[src/irc_pkg.sv]
// shared types, register codes and constants for the ir carrier burst classifier
package irc_pkg;

  localparam int DEF_LENGTH_BITS = 24;
  localparam int DEF_TIME_BITS   = 48;

  localparam int SLOT_W      = 16;
  localparam int HDR_W       = 20;
  localparam int CFG_DATA_W  = 20;
  localparam int CFG_INDEX_W = 2;
  localparam int SLOTS_W     = 8;
  localparam int DIVISOR_W   = SLOT_W + 1;

  localparam logic [SLOT_W-1:0] SLOT_RESET       = 16'd562;
  localparam logic [SLOT_W-1:0] PERIOD_MIN_RESET = 16'd25;
  localparam logic [SLOT_W-1:0] PERIOD_MAX_RESET = 16'd33;
  localparam logic [HDR_W-1:0]  HEADER_RESET     = 20'd0;

  localparam int SLOT_PERCENT = 95;
  localparam int PCT_SCALE    = 100;

  localparam logic [SLOTS_W-1:0] GAP_SLOT_LIMIT = 8'd10;
  localparam logic [SLOTS_W-1:0] SLOT_SAT       = 8'd255;

  localparam logic [1:0] KIND_GAP    = 2'd0;
  localparam logic [1:0] KIND_HEADER = 2'd1;
  localparam logic [1:0] KIND_MARK   = 2'd2;

  typedef enum logic [CFG_INDEX_W-1:0] {
    REG_SLOT       = 2'd0,
    REG_PERIOD_MIN = 2'd1,
    REG_PERIOD_MAX = 2'd2,
    REG_HEADER     = 2'd3
  } cfg_reg_t;

  typedef enum logic [3:0] {
    ST_IDLE,
    ST_PREP,
    ST_DECIDE,
    ST_MARK_GO,
    ST_MARK_WAIT,
    ST_GAP_GO,
    ST_GAP_WAIT,
    ST_EMIT_HDR,
    ST_EMIT_MARK,
    ST_EMIT_GAP
  } state_t;

endpackage

[src/irc_div.sv]
// serial restoring divider giving a slot count saturated to eight bits
module irc_div import irc_pkg::*; #(
  parameter int DIVIDEND_W = DEF_LENGTH_BITS + 2
) (
  input  logic                  clk,
  input  logic                  rst,
  input  logic                  start,
  input  logic [DIVIDEND_W-1:0] dividend,
  input  logic [DIVISOR_W-1:0]  divisor,
  output logic                  done,
  output logic [SLOTS_W-1:0]    slots
);

  localparam int CNT_W = $clog2(DIVIDEND_W);
  localparam logic [CNT_W-1:0] LAST_STEP = CNT_W'(DIVIDEND_W - 1);

  logic                  busy;
  logic [CNT_W-1:0]      cnt;
  logic [DIVISOR_W-1:0]  rem;
  logic [DIVISOR_W-1:0]  rem_next;
  logic [DIVIDEND_W-1:0] quo;
  logic [DIVIDEND_W-1:0] quo_next;
  logic [DIVISOR_W-1:0]  dsor;
  logic [DIVISOR_W:0]    trial;
  logic [DIVISOR_W:0]    diff;
  logic                  fits;

  // one quotient bit per cycle
  always_comb begin
    trial    = {rem, quo[DIVIDEND_W-1]};
    diff     = trial - {1'b0, dsor};
    fits     = trial >= {1'b0, dsor};
    rem_next = fits ? diff[DIVISOR_W-1:0] : trial[DIVISOR_W-1:0];
    quo_next = {quo[DIVIDEND_W-2:0], fits};
  end

  always_ff @(posedge clk) begin
    if (rst) begin
      busy <= 1'b0;
      done <= 1'b0;
      cnt  <= '0;
    end else begin
      done <= 1'b0;
      if (start) begin
        busy <= 1'b1;
        cnt  <= '0;
        rem  <= '0;
        quo  <= dividend;
        dsor <= divisor;
      end else if (busy) begin
        rem <= rem_next;
        quo <= quo_next;
        cnt <= cnt + 1'b1;
        if (cnt == LAST_STEP) begin
          busy <= 1'b0;
          done <= 1'b1;
        end
      end
    end
  end

  assign slots = (|quo[DIVIDEND_W-1:SLOTS_W]) ? SLOT_SAT : quo[SLOTS_W-1:0];

endmodule

[src/ir_carrier_burst_classifier_core.sv]
// top level of the ir carrier burst classifier
//
// input channel (run_valid/run_ready) takes one run of constant line level per
// transaction: run_level and run_length in samples. the block keeps an absolute
// sample clock and pairs a short high with the following low into one carrier
// period; periods inside the configured bounds grow a burst.
// output channel (frame_valid/frame_ready) gives zero to three frames per run:
// an optional header, a mark and a gap, last_of_run set on the final one.
// a run that yields no frame goes through accept, prep and decide. each
// rounded slot count runs through one shared serial divider, one bit per
// cycle; a mark and a gap share it, the mark divided first. a frame sits in
// an output register; once the last frame of a run is loaded the next run is
// taken even if the receiver still stalls on that frame, and a stalled
// receiver holds the sequencer in its emit step otherwise. reset (rst,
// synchronous) clears the sample clock and burst state and loads the default
// register values. the user makes configuration writes only while idle; the
// block itself does not enforce this.
module ir_carrier_burst_classifier_core import irc_pkg::*; #(
  parameter int LENGTH_BITS = DEF_LENGTH_BITS,
  parameter int TIME_BITS   = DEF_TIME_BITS
) (
  input  logic                   clk,
  input  logic                   rst,
  input  logic                   cfg_write,
  input  logic [CFG_INDEX_W-1:0] cfg_index,
  input  logic [CFG_DATA_W-1:0]  cfg_data,
  input  logic                   run_valid,
  output logic                   run_ready,
  input  logic                   run_level,
  input  logic [LENGTH_BITS-1:0] run_length,
  output logic                   frame_valid,
  input  logic                   frame_ready,
  output logic [1:0]             frame_kind,
  output logic [TIME_BITS-1:0]   frame_start,
  output logic [LENGTH_BITS-1:0] frame_length,
  output logic [SLOTS_W-1:0]     slot_count,
  output logic                   last_of_run
);

  // widths for compares and products
  localparam int CMP_W  = LENGTH_BITS + HDR_W;
  localparam int MUL_W  = LENGTH_BITS + SLOT_W + 7;
  localparam int DIV_DW = (LENGTH_BITS > SLOT_W ? LENGTH_BITS : SLOT_W) + 2;
  localparam logic [TIME_BITS-1:0] LEN_MAX_T = TIME_BITS'({LENGTH_BITS{1'b1}});

  // configuration registers
  logic [SLOT_W-1:0] slot_samples;
  logic [SLOT_W-1:0] period_min_samples;
  logic [SLOT_W-1:0] period_max_samples;
  logic [HDR_W-1:0]  header_samples;
  logic [SLOT_W-1:0] slot_eff;

  // sequencer and burst state
  state_t                 state;
  state_t                 state_next;
  logic [TIME_BITS-1:0]   sample_clock;
  logic                   in_burst;
  logic [TIME_BITS-1:0]   burst_begin;
  logic [LENGTH_BITS-1:0] burst_span;
  logic [LENGTH_BITS-1:0] held_len;
  logic                   held_valid;

  // current run
  logic                   lvl;
  logic [LENGTH_BITS-1:0] len;
  logic [TIME_BITS-1:0]   run_start;

  // prep results
  logic                   is_long;
  logic                   period_ok;
  logic [LENGTH_BITS-1:0] span_new;

  // frames planned for this run
  logic                   has_hdr;
  logic                   has_mark;
  logic                   has_gap;
  logic                   gap_cand;
  logic [TIME_BITS-1:0]   hdr_start;
  logic [TIME_BITS-1:0]   mark_start;
  logic [LENGTH_BITS-1:0] mark_len;
  logic [SLOTS_W-1:0]     mark_slots;
  logic [SLOTS_W-1:0]     gap_slots;

  // prep combinational
  logic                   is_long_c;
  logic [LENGTH_BITS:0]   period_c;
  logic                   period_ok_c;
  logic [TIME_BITS-1:0]   since_begin;
  logic [LENGTH_BITS-1:0] span_new_c;

  // decide combinational
  logic                   valid_period_run;
  logic                   close_c;
  logic                   use_new_span;
  logic                   gap_c;
  logic [LENGTH_BITS-1:0] cspan;
  logic                   has_hdr_c;
  logic [LENGTH_BITS-1:0] span_rest;
  logic                   has_mark_c;
  logic                   gap_ok_c;

  // shared divider
  logic                   div_start;
  logic [DIV_DW-1:0]      div_dividend;
  logic [DIVISOR_W-1:0]   div_divisor;
  logic                   div_done;
  logic [SLOTS_W-1:0]     div_slots;
  logic                   out_free;
  logic                   frame_load;

  assign slot_eff = (slot_samples == '0) ? SLOT_W'(1) : slot_samples;

  // configuration writes
  always_ff @(posedge clk) begin
    if (rst) begin
      slot_samples       <= SLOT_RESET;
      period_min_samples <= PERIOD_MIN_RESET;
      period_max_samples <= PERIOD_MAX_RESET;
      header_samples     <= HEADER_RESET;
    end else if (cfg_write) begin
      case (cfg_reg_t'(cfg_index))
        REG_SLOT:       slot_samples       <= cfg_data[SLOT_W-1:0];
        REG_PERIOD_MIN: period_min_samples <= cfg_data[SLOT_W-1:0];
        REG_PERIOD_MAX: period_max_samples <= cfg_data[SLOT_W-1:0];
        REG_HEADER:     header_samples     <= cfg_data[HDR_W-1:0];
        default:        slot_samples       <= slot_samples;
      endcase
    end
  end

  // prep: long-run test (100*len > 95*slot), period sum, span up to this run
  always_comb begin
    is_long_c   = (MUL_W'(len) * MUL_W'(PCT_SCALE)) > (MUL_W'(slot_eff) * MUL_W'(SLOT_PERCENT));
    period_c    = {1'b0, held_len} + {1'b0, len};
    period_ok_c = (CMP_W'(period_c) >= CMP_W'(period_min_samples)) &&
                  (CMP_W'(period_c) <= CMP_W'(period_max_samples));
    since_begin = run_start - burst_begin;
    if (!in_burst) begin
      // a new burst starts at the held high, so the span is that high
      span_new_c = held_len;
    end else if (since_begin > LEN_MAX_T) begin
      span_new_c = '1;
    end else begin
      span_new_c = since_begin[LENGTH_BITS-1:0];
    end
  end

  // decide: what this run does to the burst and which frames follow
  always_comb begin
    valid_period_run = 1'b0;
    close_c          = 1'b0;
    use_new_span     = 1'b0;
    gap_c            = 1'b0;
    if (lvl) begin
      // a high after a held high, or a long high, ends the burst
      close_c      = held_valid ? in_burst : (is_long & in_burst);
      use_new_span = held_valid & in_burst;
    end else if (held_valid && period_ok) begin
      valid_period_run = 1'b1;
    end else begin
      close_c      = in_burst;
      use_new_span = held_valid & in_burst;
      gap_c        = is_long;
    end
    cspan      = use_new_span ? span_new : burst_span;
    has_hdr_c  = close_c && (header_samples != '0) &&
                 (CMP_W'(header_samples) <= CMP_W'(cspan));
    span_rest  = has_hdr_c ? cspan - LENGTH_BITS'(header_samples) : cspan;
    has_mark_c = close_c && (CMP_W'(span_rest) >= CMP_W'(slot_eff));
  end

  assign gap_ok_c = div_slots < GAP_SLOT_LIMIT;
  assign out_free = !frame_valid || frame_ready;
  assign run_ready = (state == ST_IDLE);

  // sequencer
  always_ff @(posedge clk) begin
    if (rst) begin
      state <= ST_IDLE;
    end else begin
      state <= state_next;
    end
  end

  always_comb begin
    state_next = state;
    frame_load = 1'b0;
    div_start  = 1'b0;
    case (state)
      ST_IDLE: begin
        if (run_valid) begin
          state_next = ST_PREP;
        end
      end
      ST_PREP: begin
        state_next = ST_DECIDE;
      end
      ST_DECIDE: begin
        if (valid_period_run) begin
          state_next = ST_IDLE;
        end else if (has_mark_c) begin
          state_next = ST_MARK_GO;
        end else if (gap_c) begin
          state_next = ST_GAP_GO;
        end else if (has_hdr_c) begin
          state_next = ST_EMIT_HDR;
        end else begin
          state_next = ST_IDLE;
        end
      end
      ST_MARK_GO: begin
        div_start  = 1'b1;
        state_next = ST_MARK_WAIT;
      end
      ST_MARK_WAIT: begin
        if (div_done) begin
          if (gap_cand) begin
            state_next = ST_GAP_GO;
          end else if (has_hdr) begin
            state_next = ST_EMIT_HDR;
          end else begin
            state_next = ST_EMIT_MARK;
          end
        end
      end
      ST_GAP_GO: begin
        div_start  = 1'b1;
        state_next = ST_GAP_WAIT;
      end
      ST_GAP_WAIT: begin
        if (div_done) begin
          if (has_hdr) begin
            state_next = ST_EMIT_HDR;
          end else if (has_mark) begin
            state_next = ST_EMIT_MARK;
          end else if (gap_ok_c) begin
            state_next = ST_EMIT_GAP;
          end else begin
            state_next = ST_IDLE;
          end
        end
      end
      ST_EMIT_HDR: begin
        if (out_free) begin
          frame_load = 1'b1;
          if (has_mark) begin
            state_next = ST_EMIT_MARK;
          end else if (has_gap) begin
            state_next = ST_EMIT_GAP;
          end else begin
            state_next = ST_IDLE;
          end
        end
      end
      ST_EMIT_MARK: begin
        if (out_free) begin
          frame_load = 1'b1;
          state_next = has_gap ? ST_EMIT_GAP : ST_IDLE;
        end
      end
      ST_EMIT_GAP: begin
        if (out_free) begin
          frame_load = 1'b1;
          state_next = ST_IDLE;
        end
      end
      default: begin
        state_next = ST_IDLE;
      end
    endcase
  end

  // burst state and per-run bookkeeping
  always_ff @(posedge clk) begin
    if (rst) begin
      sample_clock <= '0;
      in_burst     <= 1'b0;
      burst_begin  <= '0;
      burst_span   <= '0;
      held_len     <= '0;
      held_valid   <= 1'b0;
      has_hdr      <= 1'b0;
      has_mark     <= 1'b0;
      has_gap      <= 1'b0;
      gap_cand     <= 1'b0;
    end else begin
      case (state)
        ST_IDLE: begin
          if (run_valid) begin
            lvl          <= run_level;
            len          <= run_length;
            run_start    <= sample_clock;
            sample_clock <= sample_clock + TIME_BITS'(run_length);
          end
        end
        ST_PREP: begin
          is_long   <= is_long_c;
          period_ok <= period_ok_c;
          span_new  <= span_new_c;
        end
        ST_DECIDE: begin
          // a short high waits for its low; anything else drops it
          if (lvl && !is_long) begin
            held_valid <= 1'b1;
            held_len   <= len;
          end else begin
            held_valid <= 1'b0;
          end
          if (valid_period_run) begin
            if (!in_burst) begin
              in_burst    <= 1'b1;
              burst_begin <= run_start - TIME_BITS'(held_len);
            end
            burst_span <= span_new;
          end else if (close_c) begin
            in_burst   <= 1'b0;
            burst_span <= '0;
          end
          has_hdr    <= has_hdr_c;
          has_mark   <= has_mark_c;
          has_gap    <= 1'b0;
          gap_cand   <= gap_c;
          hdr_start  <= burst_begin;
          mark_start <= has_hdr_c ? burst_begin + TIME_BITS'(header_samples) : burst_begin;
          mark_len   <= span_rest;
        end
        ST_MARK_WAIT: begin
          if (div_done) begin
            mark_slots <= div_slots;
          end
        end
        ST_GAP_WAIT: begin
          if (div_done) begin
            has_gap   <= gap_ok_c;
            gap_slots <= div_slots;
          end
        end
        default: begin
          has_gap <= has_gap;
        end
      endcase
    end
  end

  // rounded slots: (2*len + slot) / (2*slot)
  assign div_dividend = (state == ST_GAP_GO) ?
                        DIV_DW'({len, 1'b0}) + DIV_DW'(slot_eff) :
                        DIV_DW'({mark_len, 1'b0}) + DIV_DW'(slot_eff);
  assign div_divisor  = {slot_eff, 1'b0};

  irc_div #(
    .DIVIDEND_W (DIV_DW)
  ) u_div (
    .clk      (clk),
    .rst      (rst),
    .start    (div_start),
    .dividend (div_dividend),
    .divisor  (div_divisor),
    .done     (div_done),
    .slots    (div_slots)
  );

  // output register
  always_ff @(posedge clk) begin
    if (rst) begin
      frame_valid <= 1'b0;
    end else if (frame_load) begin
      frame_valid <= 1'b1;
      case (state)
        ST_EMIT_HDR: begin
          frame_kind   <= KIND_HEADER;
          frame_start  <= hdr_start;
          frame_length <= LENGTH_BITS'(header_samples);
          slot_count   <= '0;
          last_of_run  <= !has_mark && !has_gap;
        end
        ST_EMIT_MARK: begin
          frame_kind   <= KIND_MARK;
          frame_start  <= mark_start;
          frame_length <= mark_len;
          slot_count   <= mark_slots;
          last_of_run  <= !has_gap;
        end
        default: begin
          frame_kind   <= KIND_GAP;
          frame_start  <= run_start;
          frame_length <= len;
          slot_count   <= gap_slots;
          last_of_run  <= 1'b1;
        end
      endcase
    end else if (frame_ready) begin
      frame_valid <= 1'b0;
    end
  end

endmodule

[config.mk]
export PLATFORM = sky130hd
export DESIGN_NAME = ir_carrier_burst_classifier_core
export DESIGN_NICKNAME = d
export VERILOG_FILES = /design/src/irc_pkg.sv /design/src/irc_div.sv /design/src/ir_carrier_burst_classifier_core.sv
export SDC_FILE = /design/constraint.sdc
export NUM_CORES = 2
export LEC_CHECK = 0
export BUFFER_PORTS_ARGS = -buffer_cell sky130_fd_sc_hd__buf_4
export CAP_MARGIN = 20
export CORE_MARGIN = 8
export CORE_UTILIZATION = 65
export CTS_CLUSTER_DIAMETER = 200
export DETAILED_ROUTE_END_ITERATION = 12
export GPL_TIMING_DRIVEN = 0
export HOLD_SLACK_MARGIN = 0.05
export PLACE_DENSITY = 0.92
export SLEW_MARGIN = 30
export SYNTH_ARGS = -nofsm -noshare
export SYNTH_HDL_FRONTEND = slang
export SYNTH_SLANG_ARGS = --single-unit
[constraint.sdc]
create_clock -name clk -period 15.3 [get_ports clk]
set_input_delay 3.06 -clock clk [delete_from_list [all_inputs] [get_ports clk]]
set_output_delay 3.06 -clock clk [all_outputs]
set_load 0.02 [all_outputs]
### Word-level counts from Yosys, hierarchy flattened

Cells that the tools add are included.

| word-level totals | value |
|---|---|
| flip-flop bits (word level) | 607 |
| bits in latches | 0 |
| bits in writable memories | 0 |
| memory bits (read-only) | 0 |
| input bits | 52 |
| output and inout bits | 85 |
| logic and storage cells | 185 |
| memories | 0 |

| operators by class | value |
|---|---|
| $add $sub $neg | 10 |
| $mul | 2 |
| div/mod/pow operators | 0 |
| order comparisons | 8 |
| equal/unequal tests | 19 |
| shifts and indexed selects | 0 |
| mux-type cells | 60 |
| bitwise logic cells | 5 |
| reductions and logical operators | 43 |

Operator list:

| operator | count |
|---|---|
| two-way mux 24 bit | 6 |
| case mux 48 bit (2 select lines) | 1 |
| two-way mux 26 bit | 3 |
| adder 25 x 16 -> 26 bit | 2 |
| two-way mux 4 bit | 13 |
| adder 48 x 20 -> 48 bit | 1 |
| adder 48 x 24 -> 48 bit | 1 |
| > comparator 48 x 24 -> 1 bit, second input constant | 1 |
| two-way mux 48 bit | 1 |
| case mux 24 bit (2 select lines) | 1 |
| subtractor 48 x 24 -> 48 bit | 1 |
| subtractor 48 bit | 1 |
| case mux 4 bit (10 select lines) | 1 |
| two-way mux 17 bit | 2 |
| > comparator 31 x 23 -> 1 bit | 1 |
| multiplier 24 x 5 -> 29 bit, second input constant | 1 |
| AND reduction 2 bit | 13 |
| adder 24 x 24 -> 25 bit | 1 |
| >= comparator 25 x 16 -> 1 bit | 1 |
| less-or-equal comparator 25 x 16 -> 1 bit | 1 |
| >= comparator 24 x 16 -> 1 bit | 1 |
| less-or-equal comparator 20 x 24 -> 1 bit | 1 |
| subtractor 24 x 20 -> 24 bit | 1 |
| multiplier 16 x 7 -> 23 bit, second input constant | 1 |
| 35 further kinds | 90 |

### Depth between registers and ports, before layout

| logic depth | value |
|---|---|
| depth in word-level cells | 12 |
| mapped depth | 35 |
| gate-level depth less buffers | 34 |

### Modules after synthesis

A second synthesis with hierarchy kept.

| unflattened totals | value |
|---|---|
| cell total of the unflattened synthesis | 4489 |
| area, all modules | 41289.6 um^2 |

Modules (own cells, without submodules):

| module | instances | cells an instance | area each (um^2) | seq. area each (um^2) |
|---|---|---|---|---|
| ir_carrier_burst_classifier_core | 1 | 4187 | 37726.2 | 14013.4 |
| irc_div | 1 | 302 | 3563.4 | 1941.9 |

### Worst setup path after synthesis

OpenSTA, ideal clock, no wires.

| path | value |
|---|---|
| kind | input -> register |
| from | in rst |
| to | reg frame_kind[0] (enable) |
| data arrival time | 9.548 ns |
| slack | 5.108 ns |
| cell stages on the path | 3 |
| path buffers | 2 |
| cell sequence | clkbuf_1 clkbuf_1 nor3b_1 |

| on the way | value |
|---|---|
| word-level cells in the longest chain between the ends | 2 |

Ends and longest elaborated chain:

| item | line | source |
|---|---|---|
| start: declaration | ir_carrier_burst_classifier_core.sv:23 | `input logic rst,` |
| inverter 1 bit (no line) | n/a |  |
| AND reduction 2 bit (no line) | n/a |  |
| end signal: assignment | ir_carrier_burst_classifier_core.sv:371 | `frame_kind <= KIND_HEADER;` |
| end signal: assignment | ir_carrier_burst_classifier_core.sv:378 | `frame_kind <= KIND_MARK;` |
| end signal: assignment | ir_carrier_burst_classifier_core.sv:385 | `frame_kind <= KIND_GAP;` |
| end: declaration | ir_carrier_burst_classifier_core.sv:33 | `output logic [1:0] frame_kind,` |

No other way between the ends.
A chain may end at the register's enable or synchronous reset.

### Final worst setup path

| path | value |
|---|---|
| from | reg slot_samples[12] |
| to | reg is_long (data pin) |

| on the way | value |
|---|---|
| word-level cells in the longest chain between the ends | 4 |

Ends and longest elaborated chain:

| item | line | source |
|---|---|---|
| start: declaration | ir_carrier_burst_classifier_core.sv:47 | `logic [SLOT_W-1:0] slot_samples;` |
| start signal: assignment | ir_carrier_burst_classifier_core.sv:122 | `REG_SLOT: slot_samples <= cfg_data[SLOT_W-1:0];` |
| start signal: assignment | ir_carrier_burst_classifier_core.sv:126 | `default: slot_samples <= slot_samples;` |
| zero test 16 bit | ir_carrier_burst_classifier_core.sv:111 | `assign slot_eff = (slot_samples == '0) ? SLOT_W'(1) : slot_samples;` |
| two-way mux 16 bit | ir_carrier_burst_classifier_core.sv:111 |  |
| named net slot_eff[6] | ir_carrier_burst_classifier_core.sv:51 | `logic [SLOT_W-1:0] slot_eff;` |
| multiplier 16 x 7 -> 23 bit | ir_carrier_burst_classifier_core.sv:133 | `is_long_c = (MUL_W'(len) * MUL_W'(PCT_SCALE)) > (MUL_W'(slot_eff) * MUL_W'(SLOT_PERCENT));` |
| > comparator 31 x 23 -> 1 bit | ir_carrier_burst_classifier_core.sv:133 |  |
| named net is_long_c | ir_carrier_burst_classifier_core.sv:85 | `logic is_long_c;` |
| end signal: assignment | ir_carrier_burst_classifier_core.sv:297 | `is_long <= is_long_c;` |
| end: declaration | ir_carrier_burst_classifier_core.sv:69 | `logic is_long;` |

The timed path passes the listed nets, and every way through them passes these cells.

==> results.cfg <==
[floorplan]
num_rows = 92
dieWidth_um = 267
die-area_mm2 = 0.0713
die_h_um = 267
coreArea_mm2 = 0.0626
initial_util = 0.654
io-pin-count = 137

[status]
run_status = finished clean

[timing]
hold_ws_ps = 456
setup_total_negative_slack_ps = 0
setup_repair_after_global_routing_missed_its_margin = no
timing.max_slew.rel_slack = 0.300
setup_viol = 0
max_freq_ghz = 0.111
worst_margin_pin_slew_ps = 1050
final-max-slew-violation-count = 0
timing.clock.skew_ps = 39.7
post-route-worst-setup-slack_ps = 6270
layout_worst_path_cycle_share = 0.590
finalWorstPathRequiredPeriod_ps = 9030
number_of_endpoints_with_negative_hold_slack_in_the_final_report = 0

[route]
drc_violations_left = 0
drt_iter0_drc = 4206
num_vias = 35919
ant_nets_after_route = 0
avgRoutedWirePerCell_um = 23.1
post_detailed_routing_wire_length_um = 129000
detail_route.vias_per_cell = 6.46
dr.pass1.iters = 9

[min_path]
min-delay-path-class = flop to flop
holdCritStartpoint = period_max_samples[6]$_SDFFE_PP0P_
whs_path_depth = 2
hold-path-endpoint = period_max_samples[6]$_SDFFE_PP0P_

[place]
hpwl_after_dpl_um = 99100
place_congestion = 1.03
place_ws_ps = 6520
portBuffers = 136

[synth]
post-synth-top-area-fraction = 0.277
synth.lib_cells_used.distinct = 82
number_of_synthesized_flops_with_an_enable_pin = 377
syn_area_per_cell_um2 = 9.23
synth-seq-cells = 607
seq_area_frac_synth = 0.389
synth_area_leader_cell = sky130_fd_sc_hd__edfxtp_1
ys.warnings.count = 0
synth_top_cells_by_area = sky130_fd_sc_hd__edfxtp_1 (28%), sky130_fd_sc_hd__ha_1 (12%), sky130_fd_sc_hd__dfxtp_1 (11%), sky130_fd_sc_hd__nand2_1 (5.2%), sky130_fd_sc_hd__a21oi_1 (4.3%)
post_synth_inst_count = 4435
synthArstFlopShare = 0
postSynthNetCount = 4962
post_synth_instance_area_mm2 = 0.0409
synth_flop_cell = sky130_fd_sc_hd__edfxtp_1

[job]
drv.max_cap_violation_count = 0

[global_route]
grt_first_pass_wirelength_um = 194000
groute.layer.met1.usage = 0.447
grt.total_usage = 0.352
use_met3 = 0.0676
first_global_vias = 34729
grt_max_degree = 29
grtUsageMet2 = 0.551
initial_antenna_violation_count = 4
global_route.overflow_total = 0
busiest_layer = met2

[critical_path]
ff2ff_path_depth = 32
worstPathRequired_ps = 15620
worst_path_max_delay_cell = sky130_fd_sc_hd__nor2_1
r2r_start = slot_samples[12]$_SDFFE_PP0P_
timing.critical_path.slowest_cell_delay_ps = 680
highest_fanout_seen_on_the_critical_path = 6
criticalPathCategory = flop to flop
crit_arrival_ps = 9340
critPathMostFrequentCell = sky130_fd_sc_hd__inv_1
worst_setup_path_start_kind = flop
setup.worst_path.end_class = flop
r2r_setup_slack_ps = 6270
worstReg2RegEnd = is_long$_DFFE_PP_

[clocking]
clkTransAtPathRegs_ps = 60
post_cts_resized = 0
clk_path_buf_depth = 3
cts_buffers = 67
worst_skew_pair.late_latency_ps = 630
holdBufCountCts = 0
h-tree-depth = 3
cts_tree = built
cts_num_sinks = 607
cts_root_buf = sky130_fd_sc_hd__clkbuf_16
cts.repair_timing.setup_buffer_count = 0

[pwr]
power_density_mw_per_mm2 = 99.7
p_leak_nw = 18.6
power.ir.vdd_worst_mv = 0.0817

[final_layout]
final_core_utilization = 0.731
final.fill_count = 4354
final_cell_mix = sky130_fd_sc_hd__nand2_1 (566), sky130_fd_sc_hd__inv_1 (414), sky130_fd_sc_hd__ha_1 (395), sky130_fd_sc_hd__edfxtp_1 (377), sky130_fd_sc_hd__a21oi_1 (355)
commonest_non_fill_non_tap_cell_in_the_layout = sky130_fd_sc_hd__nand2_1
layout-drive-gt1-share = 0.0774
flow.area_growth_from_synthesis_pct = 11.8
nets = 5188
[synth_stat cells (27+ instances only)]
master                     count
sky130_fd_sc_hd__nor4_1       28
sky130_fd_sc_hd__xnor2_1     140
sky130_fd_sc_hd__mux2_2       42
sky130_fd_sc_hd__a22oi_1      55
sky130_fd_sc_hd__inv_1       414
sky130_fd_sc_hd__nand2b_1     56
sky130_fd_sc_hd__nand3_1      94
sky130_fd_sc_hd__clkbuf_1    150
sky130_fd_sc_hd__a21oi_1     355
sky130_fd_sc_hd__dfxtp_1     230
sky130_fd_sc_hd__nor3_1       96
sky130_fd_sc_hd__nor2_1      272
sky130_fd_sc_hd__or3_1        36
sky130_fd_sc_hd__xor2_1       98
sky130_fd_sc_hd__o21bai_1     27
sky130_fd_sc_hd__edfxtp_1    377
sky130_fd_sc_hd__ha_1        395
sky130_fd_sc_hd__o21ai_0     187
sky130_fd_sc_hd__mux2i_1      38
sky130_fd_sc_hd__nand4_1      42
sky130_fd_sc_hd__o21a_1       35
sky130_fd_sc_hd__a211oi_1     45
sky130_fd_sc_hd__and3_1       45
sky130_fd_sc_hd__nor2b_1      53
sky130_fd_sc_hd__nand2_1     566
sky130_fd_sc_hd__fa_1         80
sky130_fd_sc_hd__a31oi_1      50
sky130_fd_sc_hd__a21o_1       96
[stage by stage]
stage / cells / area (um^2) / total power [mW]
after floorplan: 4435 / 40900 / 2.58
after global placement: 5417 / 43000 / 2.80
after detailed placement: 5438 / 43400 / 2.83
after CTS: 5562 / 45700 / 4.54
after global routing: 5562 / 45800 / 4.75
final: 5563 / 45800 / 4.56
[cells by family (layout without fill, tap and decap cells)]
family          Yosys count  count (layout)  synth area share
other cells               0               1                 0
buf+inv                 578             859            0.0535
fa+ha+maj               475             475             0.160
simple gates           1383            1383             0.158
compound gates         1073            1073             0.168
flops                   607             607             0.389
xor+xnor                239             239            0.0513
mux                      80              80            0.0208
[how the worst max path moves through the flow]
stage	startpoint	end	slack, ps	depth (start not counted)
after detailed placement	slot_samples[12]$_SDFFE_PP0P_	is_long$_DFFE_PP_	6520	32
after global routing	lvl$_DFFE_PP_	has_mark$_SDFFE_PP0P_	5990	28
after CTS	slot_samples[12]$_SDFFE_PP0P_	is_long$_DFFE_PP_	6500	32
after global placement	rst	frame_start[3]$_DFFE_PP_	650	4
after floorplan	rst	frame_kind[0]$_DFFE_PP_	5110	3
final	slot_samples[12]$_SDFFE_PP0P_	is_long$_DFFE_PP_	6270	32
[layer usage]
| layer | part of all wire | up-vias |
|---|---|---|
| met5 | 0.00024 | - |
| met4 | 0.069 | 4 |
| met3 | 0.11 | 479 |
| met2 | 0.44 | 2185 |
| met1 | 0.37 | 16946 |
| li1 | - | 16305 |
[flip-flops by register name (all words and copies together) (netlist names), 16 cells and up]
register and count:
burst_begin 48, period_max_samples 16, sample_clock 48, mark_len 24, span_new 24, u_div.quo 26, held_len 24, run_start 48
u_div.rem 17, burst_span 24, hdr_start 48, header_samples 20, slot_samples 16, mark_start 48, period_min_samples 16, u_div.dsor 16
frame_start 48, frame_length 24, len 24
[where the power goes]
group,internal [mW],switching (mW)
Clock,1.02,0.715
Combinational,0.422,0.598
Sequential,1.76,0.0486
[critical path, delay by kind of cell, from the launching register on]
family	cells	cell delay [ps]
AOI/OAI and AO/OA	9	2370
xor gates and xnor gates	1	170
adders and majority gates	7	2840
buffers and inverters	5	550
DFF	1	490
and+or+nand+nor	10	2310
[final cells by class]
type	instances	area, um^2	area share
diodes	1	2.50	0.0000547
plain buffers	164	642	0.0140
inverters	414	1550	0.0340
well taps	846	1060	0.0231
flip-flops and latches	607	15900	0.348
multi-input cells	3250	22900	0.500
clock buffers	86	1870	0.0410
repair buffers	157	1360	0.0296
clock inverters	38	465	0.0102
(Power assumes the default switching activity.)
